### config.mk
export PLATFORM = sky130hd
export DESIGN_NAME = scanner_command_stepper_servo_top_flat
export DESIGN_NICKNAME = d
export VERILOG_FILES = /design/src/sv/scs_pkg.sv /design/src/sv/scs_rx_if.sv /design/src/sv/scs_reply_if.sv /design/src/sv/scanner_command_stepper_servo_top.sv /design/src/flat_wrapper.sv
export SDC_FILE = /design/constraint.sdc
export NUM_CORES = 1
export LEC_CHECK = 0
export ABC_AREA = 1
export BUFFER_PORTS_ARGS = -buffer_cell sky130_fd_sc_hd__buf_2
export CAP_MARGIN = 20
export CORE_UTILIZATION = 45
export DETAILED_ROUTE_END_ITERATION = 7
export PLACE_DENSITY = 0.68
export SLEW_MARGIN = 15
export SYNTH_ARGS = -nofsm -noshare
export SYNTH_HDL_FRONTEND = slang
export SYNTH_SLANG_ARGS = --single-unit
export TNS_END_PERCENT = 100
### constraint.sdc
create_clock -name clk_i -period 3.9 [get_ports clk_i]
set_input_delay 0.78 -clock clk_i [delete_from_list [all_inputs] [get_ports clk_i]]
set_output_delay 0.78 -clock clk_i [all_outputs]
set_load 0.02 [all_outputs]
### src/sv/scs_pkg.sv
`timescale 1ns / 1ps

package scs_pkg;

  // Sync marker and command bit fields.
  localparam logic [7:0]  SYNC_BYTE = 8'hFF;
  localparam int unsigned RESET_BIT = 7;
  localparam logic [15:0] PAN_RESET = 16'd65281;

  // Reset values of the servo compare registers.
  localparam logic [15:0] SERVO_TILT0_RESET  = 16'd1600;
  localparam logic [15:0] SERVO_TILT45_RESET = 16'd2220;
  localparam logic [15:0] SERVO_TILT90_RESET = 16'd2840;

  // Configuration register indexes.
  localparam int unsigned CFG_IDX_W = 2;
  localparam logic [CFG_IDX_W-1:0] CFG_TILT0  = 2'd0;
  localparam logic [CFG_IDX_W-1:0] CFG_TILT45 = 2'd1;
  localparam logic [CFG_IDX_W-1:0] CFG_TILT90 = 2'd2;

  // Tilt positions as carried in the tilt selector bits.
  typedef enum logic [1:0] {
    TILT_0  = 2'd0,
    TILT_45 = 2'd1,
    TILT_90 = 2'd2
  } tilt_e;

  // Reply flag bit positions.
  localparam int unsigned FLAG_LOW_ESC  = 0;
  localparam int unsigned FLAG_HIGH_ESC = 1;
  localparam int unsigned FLAG_TILT45   = 2;
  localparam int unsigned FLAG_TILT90   = 3;

  // One reply to a command.
  typedef struct packed {
    logic [7:0]  reply_high;
    logic [7:0]  reply_low;
    logic [3:0]  reply_flags;
    logic [7:0]  coil_pattern;
    logic [15:0] servo_compare;
    logic        did_reset;
    logic [15:0] reverse_steps;
  } reply_t;

  // Coil port value for each of the eight half-step phases.
  function automatic logic [7:0] coil_of_phase(input logic [2:0] phase);
    logic [7:0] pattern;
    unique case (phase)
      3'd0: pattern = 8'h08;
      3'd1: pattern = 8'h48;
      3'd2: pattern = 8'h40;
      3'd3: pattern = 8'h41;
      3'd4: pattern = 8'h01;
      3'd5: pattern = 8'h81;
      3'd6: pattern = 8'h80;
      3'd7: pattern = 8'h88;
      default: pattern = 8'h08;
    endcase
    return pattern;
  endfunction

endpackage

### src/sv/scs_rx_if.sv
`timescale 1ns / 1ps

// Received byte channel.
interface scs_rx_if;
  logic       valid;
  logic       ready;
  logic [7:0] rx_byte;

  modport source (output valid, output rx_byte, input ready);
  modport sink   (input valid, input rx_byte, output ready);
endinterface

### src/sv/scs_reply_if.sv
`timescale 1ns / 1ps

// Command reply channel.
interface scs_reply_if;
  logic        valid;
  logic        ready;
  logic [7:0]  reply_high;
  logic [7:0]  reply_low;
  logic [3:0]  reply_flags;
  logic [7:0]  coil_pattern;
  logic [15:0] servo_compare;
  logic        did_reset;
  logic [15:0] reverse_steps;

  modport source (
    output valid, output reply_high, output reply_low, output reply_flags,
    output coil_pattern, output servo_compare, output did_reset, output reverse_steps,
    input ready
  );
  modport sink (
    input valid, input reply_high, input reply_low, input reply_flags,
    input coil_pattern, input servo_compare, input did_reset, input reverse_steps,
    output ready
  );
endinterface

### src/sv/scanner_command_stepper_servo_top.sv
`timescale 1ns / 1ps

// Pan/tilt scanner command decoder. Received bytes enter an input register;
// a byte of 255 arms sync and the next other byte is a command that yields
// one reply, while every other byte is dropped without a reply. A command
// steps the half-step coil pattern forward and counts pan, or with bit 7 set
// rewinds the phase by the pan count in one go and reports that count. The
// block takes one byte per clock cycle and each byte is handled in a single
// pass from the input register to the reply register, where the reply to a
// command is registered. The only limit on rate is the reply register: a byte
// waits in the input register while an undelivered reply still sits in the
// reply register. The three servo compare registers may be written only
// while no byte is in flight.
module scanner_command_stepper_servo_top
  import scs_pkg::*;
(
  input  logic                 clk_i,
  input  logic                 rst_ni,
  input  logic                 cfg_we_i,
  input  logic [CFG_IDX_W-1:0] cfg_idx_i,
  input  logic [15:0]          cfg_data_i,
  scs_rx_if.sink               rx_i,
  scs_reply_if.source          reply_o
);

  // Input stage.
  logic       in_valid_q;
  logic [7:0] in_byte_q;

  // Block state.
  logic        sync_q, sync_d;
  logic [15:0] pan_q, pan_d;
  tilt_e       tilt_req_q, tilt_req_d;
  logic [2:0]  phase_q, phase_d;
  logic        first_q, first_d;

  // Servo compare registers.
  logic [15:0] servo_tilt0_q, servo_tilt45_q, servo_tilt90_q;

  // Reply stage.
  logic   out_valid_q;
  reply_t out_q, out_d;

  logic  out_free;
  logic  advance;
  logic  is_cmd;
  logic  is_reset;
  tilt_e tilt_now;

  assign out_free   = !out_valid_q || reply_o.ready;
  assign advance    = in_valid_q && out_free;
  assign rx_i.ready = !in_valid_q || advance;

  // Input register.
  always_ff @(posedge clk_i or negedge rst_ni) begin
    if (!rst_ni) begin
      in_valid_q <= 1'b0;
    end else if (rx_i.ready) begin
      in_valid_q <= rx_i.valid;
    end
  end

  always_ff @(posedge clk_i) begin
    if (rx_i.ready && rx_i.valid) begin
      in_byte_q <= rx_i.rx_byte;
    end
  end

  // Command decode, state update and reply formation.
  always_comb begin
    logic [7:0] hi;
    logic [7:0] lo;
    sync_d     = sync_q;
    pan_d      = pan_q;
    tilt_req_d = tilt_req_q;
    phase_d    = phase_q;
    first_d    = first_q;
    out_d      = '0;
    tilt_now   = tilt_req_q;
    is_cmd     = 1'b0;
    is_reset   = in_byte_q[RESET_BIT];

    if (in_byte_q == SYNC_BYTE) begin
      sync_d = 1'b1;
    end else if (sync_q) begin
      sync_d = 1'b0;
      is_cmd = 1'b1;
    end

    // Tilt selector: codes above 90 degrees keep the earlier request.
    unique case (in_byte_q[3:0])
      4'd0:    tilt_req_d = TILT_0;
      4'd1:    tilt_req_d = TILT_45;
      4'd2:    tilt_req_d = TILT_90;
      default: tilt_req_d = tilt_req_q;
    endcase
    if (!is_cmd) begin
      tilt_req_d = tilt_req_q;
    end
    tilt_now = tilt_req_d;

    if (is_cmd) begin
      if (is_reset) begin
        phase_d  = phase_q - pan_q[2:0];
        pan_d    = '0;
        tilt_now = TILT_0;
        first_d  = 1'b1;
        out_d.reverse_steps = pan_q;
      end else begin
        phase_d = phase_q + 3'd1;
        first_d = 1'b0;
        pan_d   = first_q ? 16'd0 : pan_q + 16'd1;
      end
    end

    // Reply with the 255 escape on each pan byte.
    hi = pan_d[15:8];
    lo = pan_d[7:0];
    out_d.reply_flags[FLAG_HIGH_ESC] = (hi == 8'hFF);
    out_d.reply_flags[FLAG_LOW_ESC]  = (lo == 8'hFF);
    out_d.reply_high = (hi == 8'hFF) ? 8'h00 : hi;
    out_d.reply_low  = (lo == 8'hFF) ? 8'h00 : lo;
    out_d.reply_flags[FLAG_TILT45] = (tilt_now == TILT_45);
    out_d.reply_flags[FLAG_TILT90] = (tilt_now == TILT_90);
    out_d.coil_pattern = coil_of_phase(phase_d);
    out_d.did_reset    = is_reset;
    unique case (tilt_now)
      TILT_45: out_d.servo_compare = servo_tilt45_q;
      TILT_90: out_d.servo_compare = servo_tilt90_q;
      default: out_d.servo_compare = servo_tilt0_q;
    endcase
  end

  // State registers.
  always_ff @(posedge clk_i or negedge rst_ni) begin
    if (!rst_ni) begin
      sync_q     <= 1'b0;
      pan_q      <= PAN_RESET;
      tilt_req_q <= TILT_0;
      phase_q    <= 3'd0;
      first_q    <= 1'b1;
    end else if (advance) begin
      sync_q     <= sync_d;
      pan_q      <= pan_d;
      tilt_req_q <= tilt_req_d;
      phase_q    <= phase_d;
      first_q    <= first_d;
    end
  end

  // Servo compare register writes; indexes beyond the list are dropped.
  always_ff @(posedge clk_i or negedge rst_ni) begin
    if (!rst_ni) begin
      servo_tilt0_q  <= SERVO_TILT0_RESET;
      servo_tilt45_q <= SERVO_TILT45_RESET;
      servo_tilt90_q <= SERVO_TILT90_RESET;
    end else if (cfg_we_i) begin
      unique case (cfg_idx_i)
        CFG_TILT0:  servo_tilt0_q  <= cfg_data_i;
        CFG_TILT45: servo_tilt45_q <= cfg_data_i;
        CFG_TILT90: servo_tilt90_q <= cfg_data_i;
        default: ;
      endcase
    end
  end

  // Reply register.
  always_ff @(posedge clk_i or negedge rst_ni) begin
    if (!rst_ni) begin
      out_valid_q <= 1'b0;
    end else if (out_free) begin
      out_valid_q <= advance && is_cmd;
    end
  end

  always_ff @(posedge clk_i) begin
    if (advance && is_cmd) begin
      out_q <= out_d;
    end
  end

  assign reply_o.valid         = out_valid_q;
  assign reply_o.reply_high    = out_q.reply_high;
  assign reply_o.reply_low     = out_q.reply_low;
  assign reply_o.reply_flags   = out_q.reply_flags;
  assign reply_o.coil_pattern  = out_q.coil_pattern;
  assign reply_o.servo_compare = out_q.servo_compare;
  assign reply_o.did_reset     = out_q.did_reset;
  assign reply_o.reverse_steps = out_q.reverse_steps;

  // A reset reply reports zero pan and zero tilt.
  a_reset_reply: assert property (@(posedge clk_i) disable iff (!rst_ni)
    out_valid_q && out_q.did_reset |->
      out_q.reply_high == 8'h00 && out_q.reply_low == 8'h00 &&
      out_q.reply_flags == 4'h0)
    else $error("reset reply carries nonzero pan or tilt");

  // Only one tilt flag can be set.
  a_tilt_flags: assert property (@(posedge clk_i) disable iff (!rst_ni)
    out_valid_q |-> !(out_q.reply_flags[FLAG_TILT45] && out_q.reply_flags[FLAG_TILT90]))
    else $error("both tilt flags set");

  // A processed reset command rearms the first step and clears pan.
  a_reset_state: assert property (@(posedge clk_i) disable iff (!rst_ni)
    advance && is_cmd && is_reset |=> first_q && pan_q == 16'd0)
    else $error("reset command did not clear pan state");

  // A processed sync byte leaves sync armed.
  a_sync_arm: assert property (@(posedge clk_i) disable iff (!rst_ni)
    advance && in_byte_q == SYNC_BYTE |=> sync_q)
    else $error("sync byte did not arm sync");

  // A reply stalled by the sink keeps the byte behind it waiting.
  a_stall: assert property (@(posedge clk_i) disable iff (!rst_ni)
    out_valid_q && !reply_o.ready |-> !advance)
    else $error("byte processed while reply stalled");

endmodule

### src/flat_wrapper.sv
// flat-port wrapper written by rule: the top's interface ports become plain ports
module scanner_command_stepper_servo_top_flat import scs_pkg::*;
  (clk_i, rst_ni, cfg_we_i, cfg_idx_i, cfg_data_i, rx_i_valid, rx_i_rx_byte, rx_i_ready, reply_o_valid, reply_o_reply_high, reply_o_reply_low, reply_o_reply_flags, reply_o_coil_pattern, reply_o_servo_compare, reply_o_did_reset, reply_o_reverse_steps, reply_o_ready);
  scs_rx_if rx_i_i ();
  scs_reply_if reply_o_i ();
  input  logic clk_i;
  input  logic rst_ni;
  input  logic cfg_we_i;
  input  logic [CFG_IDX_W-1:0] cfg_idx_i;
  input  logic [15:0] cfg_data_i;
  input wire logic [$bits(rx_i_i.valid)-1:0] rx_i_valid;
  input wire logic [$bits(rx_i_i.rx_byte)-1:0] rx_i_rx_byte;
  output wire logic [$bits(rx_i_i.ready)-1:0] rx_i_ready;
  output wire logic [$bits(reply_o_i.valid)-1:0] reply_o_valid;
  output wire logic [$bits(reply_o_i.reply_high)-1:0] reply_o_reply_high;
  output wire logic [$bits(reply_o_i.reply_low)-1:0] reply_o_reply_low;
  output wire logic [$bits(reply_o_i.reply_flags)-1:0] reply_o_reply_flags;
  output wire logic [$bits(reply_o_i.coil_pattern)-1:0] reply_o_coil_pattern;
  output wire logic [$bits(reply_o_i.servo_compare)-1:0] reply_o_servo_compare;
  output wire logic [$bits(reply_o_i.did_reset)-1:0] reply_o_did_reset;
  output wire logic [$bits(reply_o_i.reverse_steps)-1:0] reply_o_reverse_steps;
  input wire logic [$bits(reply_o_i.ready)-1:0] reply_o_ready;
  assign rx_i_i.valid = rx_i_valid;
  assign rx_i_i.rx_byte = rx_i_rx_byte;
  assign rx_i_ready = rx_i_i.ready;
  assign reply_o_valid = reply_o_i.valid;
  assign reply_o_reply_high = reply_o_i.reply_high;
  assign reply_o_reply_low = reply_o_i.reply_low;
  assign reply_o_reply_flags = reply_o_i.reply_flags;
  assign reply_o_coil_pattern = reply_o_i.coil_pattern;
  assign reply_o_servo_compare = reply_o_i.servo_compare;
  assign reply_o_did_reset = reply_o_i.did_reset;
  assign reply_o_reverse_steps = reply_o_i.reverse_steps;
  assign reply_o_i.ready = reply_o_ready;
  scanner_command_stepper_servo_top u_core (.clk_i(clk_i), .rst_ni(rst_ni), .cfg_we_i(cfg_we_i), .cfg_idx_i(cfg_idx_i), .cfg_data_i(cfg_data_i), .rx_i(rx_i_i), .reply_o(reply_o_i));
endmodule
* After elaboration in Yosys (flattened, before gate mapping)
Memory sizes are Yosys's and may differ from the RTL's. A register that Yosys moved wholly into a read port is not among the register bits.
Cells that the tools add are included.
** Storage, ports and cells
- Flip-flop bits (word level) :: 142
- ROM bits :: 32
- Memories kept :: 1
** Cells by class
- $add $sub $neg :: 3
- Equality and inequality tests :: 9
- Multiplexer cells :: 14
- Reductions and logical operators :: 14
** Memories
- (name not given) :: words 8, bits a word 4, rd ports 1, clocked after Yosys merged registers in 1, wr ports 0, line scs_pkg.sv:48 : unique case (phase)
** Operators by type and width (number)
- two-way mux 16 bit :: 3
- case mux 16 bit (2 select lines) :: 1
- == test 8 bit (second input constant) :: 3
- adder 16 x 1 -> 16 bit (second input constant) :: 1
- AND reduction 2 bit :: 5
- two-way mux 2 bit :: 3
- two-way mux 3 bit :: 2
- case mux 2 bit (3 select lines) :: 1
- == test 2 x 1 -> 1 bit (second input constant) :: 2
- == test 2 bit (second input constant) :: 2
- == test 4 x 1 -> 1 bit (second input constant) :: 1
- == test 4 x 2 -> 1 bit (second input constant) :: 1
- logical NOT 4 bit :: 1
- two-way mux 1 bit :: 4
- adder 3 x 1 -> 3 bit (second input constant) :: 1
- logical AND 1 bit :: 3
- subtractor 3 bit :: 1
- logical NOT 1 bit :: 2
- logical NOT 2 bit :: 1
- logical OR 1 bit :: 2

* Logic depth before layout (Yosys ltp)
- Depth after elaboration :: 7
- Depth in mapped cells :: 15

* Worst setup path before layout
Ideal clock, no wire load.
- Path type :: in2reg
- Start :: input port reply_o_ready
- End :: register u_core.phase_q[0]
- Library setup time :: 0.097 ns
- Data arrival time :: 4.268 ns
- Required time :: 3.803 ns
- Slack :: -0.465 ns
- Stages :: 5
- Path buffers :: 1
- Cells stage by stage :: o21ai_0 clkbuf_1 nor2_1 inv_1 o21ai_0
** On the way
- Word-level cells in the longest chain between the ends :: 2
** Ends and longest elaborated chain
- from (decl) :: line flat_wrapper.sv:22 : input wire logic [$bits(reply_o_i.ready)-1:0] reply_o_ready;
- logical OR 1 bit :: line scanner_command_stepper_servo_top.sv:50 : assign out_free = !out_valid_q || reply_o.ready;
- logical AND 1 bit :: line scanner_command_stepper_servo_top.sv:51 : assign advance = in_valid_q && out_free;
- to (signal assigned) :: line scanner_command_stepper_servo_top.sv:146 : phase_q <= phase_d;
- to (decl) :: line scanner_command_stepper_servo_top.sv:34 : logic [2:0] phase_q, phase_d;
Every way passes these cells.
A chain may end at the register's enable or synchronous reset.

==> qor.txt <==
Clock-pin slew on the worst setup and hold paths - 60 ps
Max Fclk - 305 MHz
DIE AREA - 14000 um^2
Setup crit end - u_core.reply_o.servo_compare[2]
CP required - 4070 ps
Post-synth EDFFs - 65
Vias per cell - 4.98
Power per Cell Area - 515 nW/um^2
Worst r2r src - u_core.in_byte_q[7]
Top sig layer - met4
Synth cell count leaders - 156 x nand2_1, 83 x o21ai_0, 81 x nor2_1, 65 x edfxtp_1, 57 x inv_1
Syn avg cell area - 9.49 um^2
Max FO, Critical Path - 18
Final Max Tran Viols - 0
DR pass1 iterations - 5
Crit path capture type - flip-flop
Clock root buffer - clkbuf_16
# resized after CTS - 0
Register-to-register setup slack - 620 ps
Crit path arrival time - 3460 ps
Layout cells sized above 1 - 0.226
Layout Nets - 767
Largest net degree at the start of global routing - 61
Final hold vios - 0
Setup Total Neg Slack - 0 ps
Mux contribution to synthesized area - 0
Mapped Cells - 644
Die H - 119 um
Status - completed
Row cnt - 42
Vias in the first global route - 4482
Ys async rst share - 0.529
DRC - 0
CP Launch Type - flip-flop
Psw - 0.852 mW
Number of I/O port buffers - 89
Path depth of the worst reg2reg path - 11
Num CTS Buffers - 17
Skew final - 8.86 ps
Post-DP HPWL - 8.40 mm
ANT cells - 0
Synth-to-layout area growth - 20.6%
Crit path from - u_core.in_byte_q[7]
Most common cell in the synthesized netlist - nand2_1
Hold Path Class - in2async
Fin util - 0.557
Power Internal - 2.94 mW
Worst-margin pin slew - 956 ps
Hold buffer count at cts - 0
Total global-route track usage - 0.198
Met2 WL - 6.15 mm
Max Cap Violations - 0
Synth Cell Area - 6110 um^2
Clock Power Share - 0.476
1st-iter DRT viols - 369
Antenna-violating nets left - 0
XOR/XNOR Fraction of Synth Area - 0.00410
Clock buffer depth - 2
Initial Util - 0.461
Leakage - 3.08 nW
Synthesized flop and latch total - 138
Peak supply drop - 391 uV
Yosys top cell by area - edfxtp_1
Class of the most critical setup path - reg2reg
Reg power frac - 0.451
Library cells used by synthesis - 37
WL/cell - 13.7 um
Synth Area in Compound Gates - 0.110
Initial antenna violation count - 0
RSZ-0062 raised after global routing - no
Final wirelength - 12.6 mm
CTS tree - built
I/O pins - 94
Clk_lat worst skew - 430 ps
Final setup vio count - 0
Synth warnings - 0
Worst reg2reg endpoint - u_core.reply_o.servo_compare[2]
WL met1 - 5.53 mm
Comb pwr share - 0.073
Slew Limit Headroom - 0.361
Main combinational cell family by area after synthesis - simple AND/OR/NAND/NOR gates
Synth area leaders - edfxtp_1 32%, dfrtp_1 20%, dfstp_2 9.9%, nand2_1 9.6%, o21ai_0 6.8%
Vias - 4577
Global-route wire length before repair - 21.3 mm
Core footprint - 13200 um^2
Post-Synth Adder-Cell Area - 0.0115
Top FF cell, synth - edfxtp_1
Synth top area share - 0.319
Die width - 119 um
Synth Area in Simple Gates - 0.190
H-tree Lvls - 4
DR WL met3 - 717 um
Clk sink count - 138
Setup Buffers After CTS - 0
Gpl congestion - 0.889
Total power - 3.80 mW
Grt ovf - 0
Final period util - 0.841
Register area share after synthesis - 0.623
Switch share - 0.224
Min cycle time layout - 3280 ps
final cells by class:
type	instances	area, um^2
inverters	61	234
multi-input cells	420	1960
well taps	176	220
fillers	1196	5870
clock buffers	19	464
flip-flops and latches	138	3810
repair buffers	93	475
clock inverters	13	211
flip-flops by register name, indices dropped and copies added, names as in the netlist:
register                      count
u_core.reply_o.did_reset          1
u_core.sync_q                     1
u_core.reply_o.reply_flags        4
u_core.reply_o.coil_pattern       4
u_core.reply_o.reply_low          8
u_core.servo_tilt45_q            16
u_core.reply_o.valid              1
u_core.reply_o.reply_high         8
u_core.reply_o.reverse_steps     16
u_core.in_byte_q                  8
u_core.servo_tilt0_q             16
u_core.tilt_req_q                 2
u_core.phase_q                    3
u_core.servo_tilt90_q            16
u_core.in_valid_q                 1
u_core.pan_q                     16
u_core.first_q                    1
u_core.reply_o.servo_compare     16
layout by cell type (no fill, tap or decap), types with 4 or more instances in the layout:
master     instances
dfstp_2           23
buf_2             89
nor2_1            80
dfrtp_1           50
nand2_1          156
buf_4              4
clkbuf_16         18
nand3_1           16
o21ai_0           82
nor2_2             4
a21oi_1           42
edfxtp_1          65
bufinv_16          5
ha_1               4
nand4_1            7
conb_1             4
inv_1             57
worst min path at each step:
stage / from / to / slack, ps / cells past startpoint
floorplan: u_core.tilt_req_q[1] / u_core.tilt_req_q[1] / 450 / 2
global placement: u_core.servo_tilt90_q[13] / u_core.servo_tilt90_q[13] / 470 / 2
finish: rst_ni / u_core.servo_tilt90_q[5] / 240 / 1
global route: rst_ni / u_core.servo_tilt45_q[9] / 240 / 1
CTS: rst_ni / u_core.servo_tilt45_q[9] / 230 / 1
detailed placement: u_core.servo_tilt0_q[12] / u_core.servo_tilt0_q[12] / 480 / 2
layer usage:
metal | up-vias | track usage
li1 | 2277 | -
met1 | 2137 | 0.250
met2 | 139 | 0.318
met3 | 24 | 0.0627
met4 | 0 | 0.0744
met5 | - | 0
logic make-up after synthesis:
family          count (synthesis)
flops                         138
fa+ha+maj                       5
xor+xnor                        2
compound gates                132
other cells                     1
buf+inv                        89
simple gates                  277
power by group through the flow:
stage          clock network, mW  logic (mW)  registers (mW)
4_1_cts                     1.84       0.279            1.71
3_3_place_gp                   0       0.263            1.73
6_report                    1.81       0.277            1.71
5_1_grt                     1.90       0.325            1.72
3_5_place_dp                   0       0.278            1.73
2_1_floorplan                  0       0.199            1.72
critical path, cell delays in order (launching register included):
cell and delay, ps:
edfxtp_1 470, nand2_1 110, nor2_2 50, nand2_4 140, nand2_8 120, nor2_1 160, clkinv_1 420, nand2_1 250
ha_1 580, inv_1 460, nor2_1 210, a21oi_1 60
stage by stage:
step	cell area [um^2]	hold slack, ps	cells	worst slack [ps]
3_3_place_gp	6690	465	888	775
3_5_place_dp	6690	476	888	624
6_report	7370	239	920	620
4_1_cts	7370	230	920	620
5_1_grt	7370	238	920	204
2_1_floorplan	6120	448	647	648
Note: power is estimated with default switching activity, not from simulation.
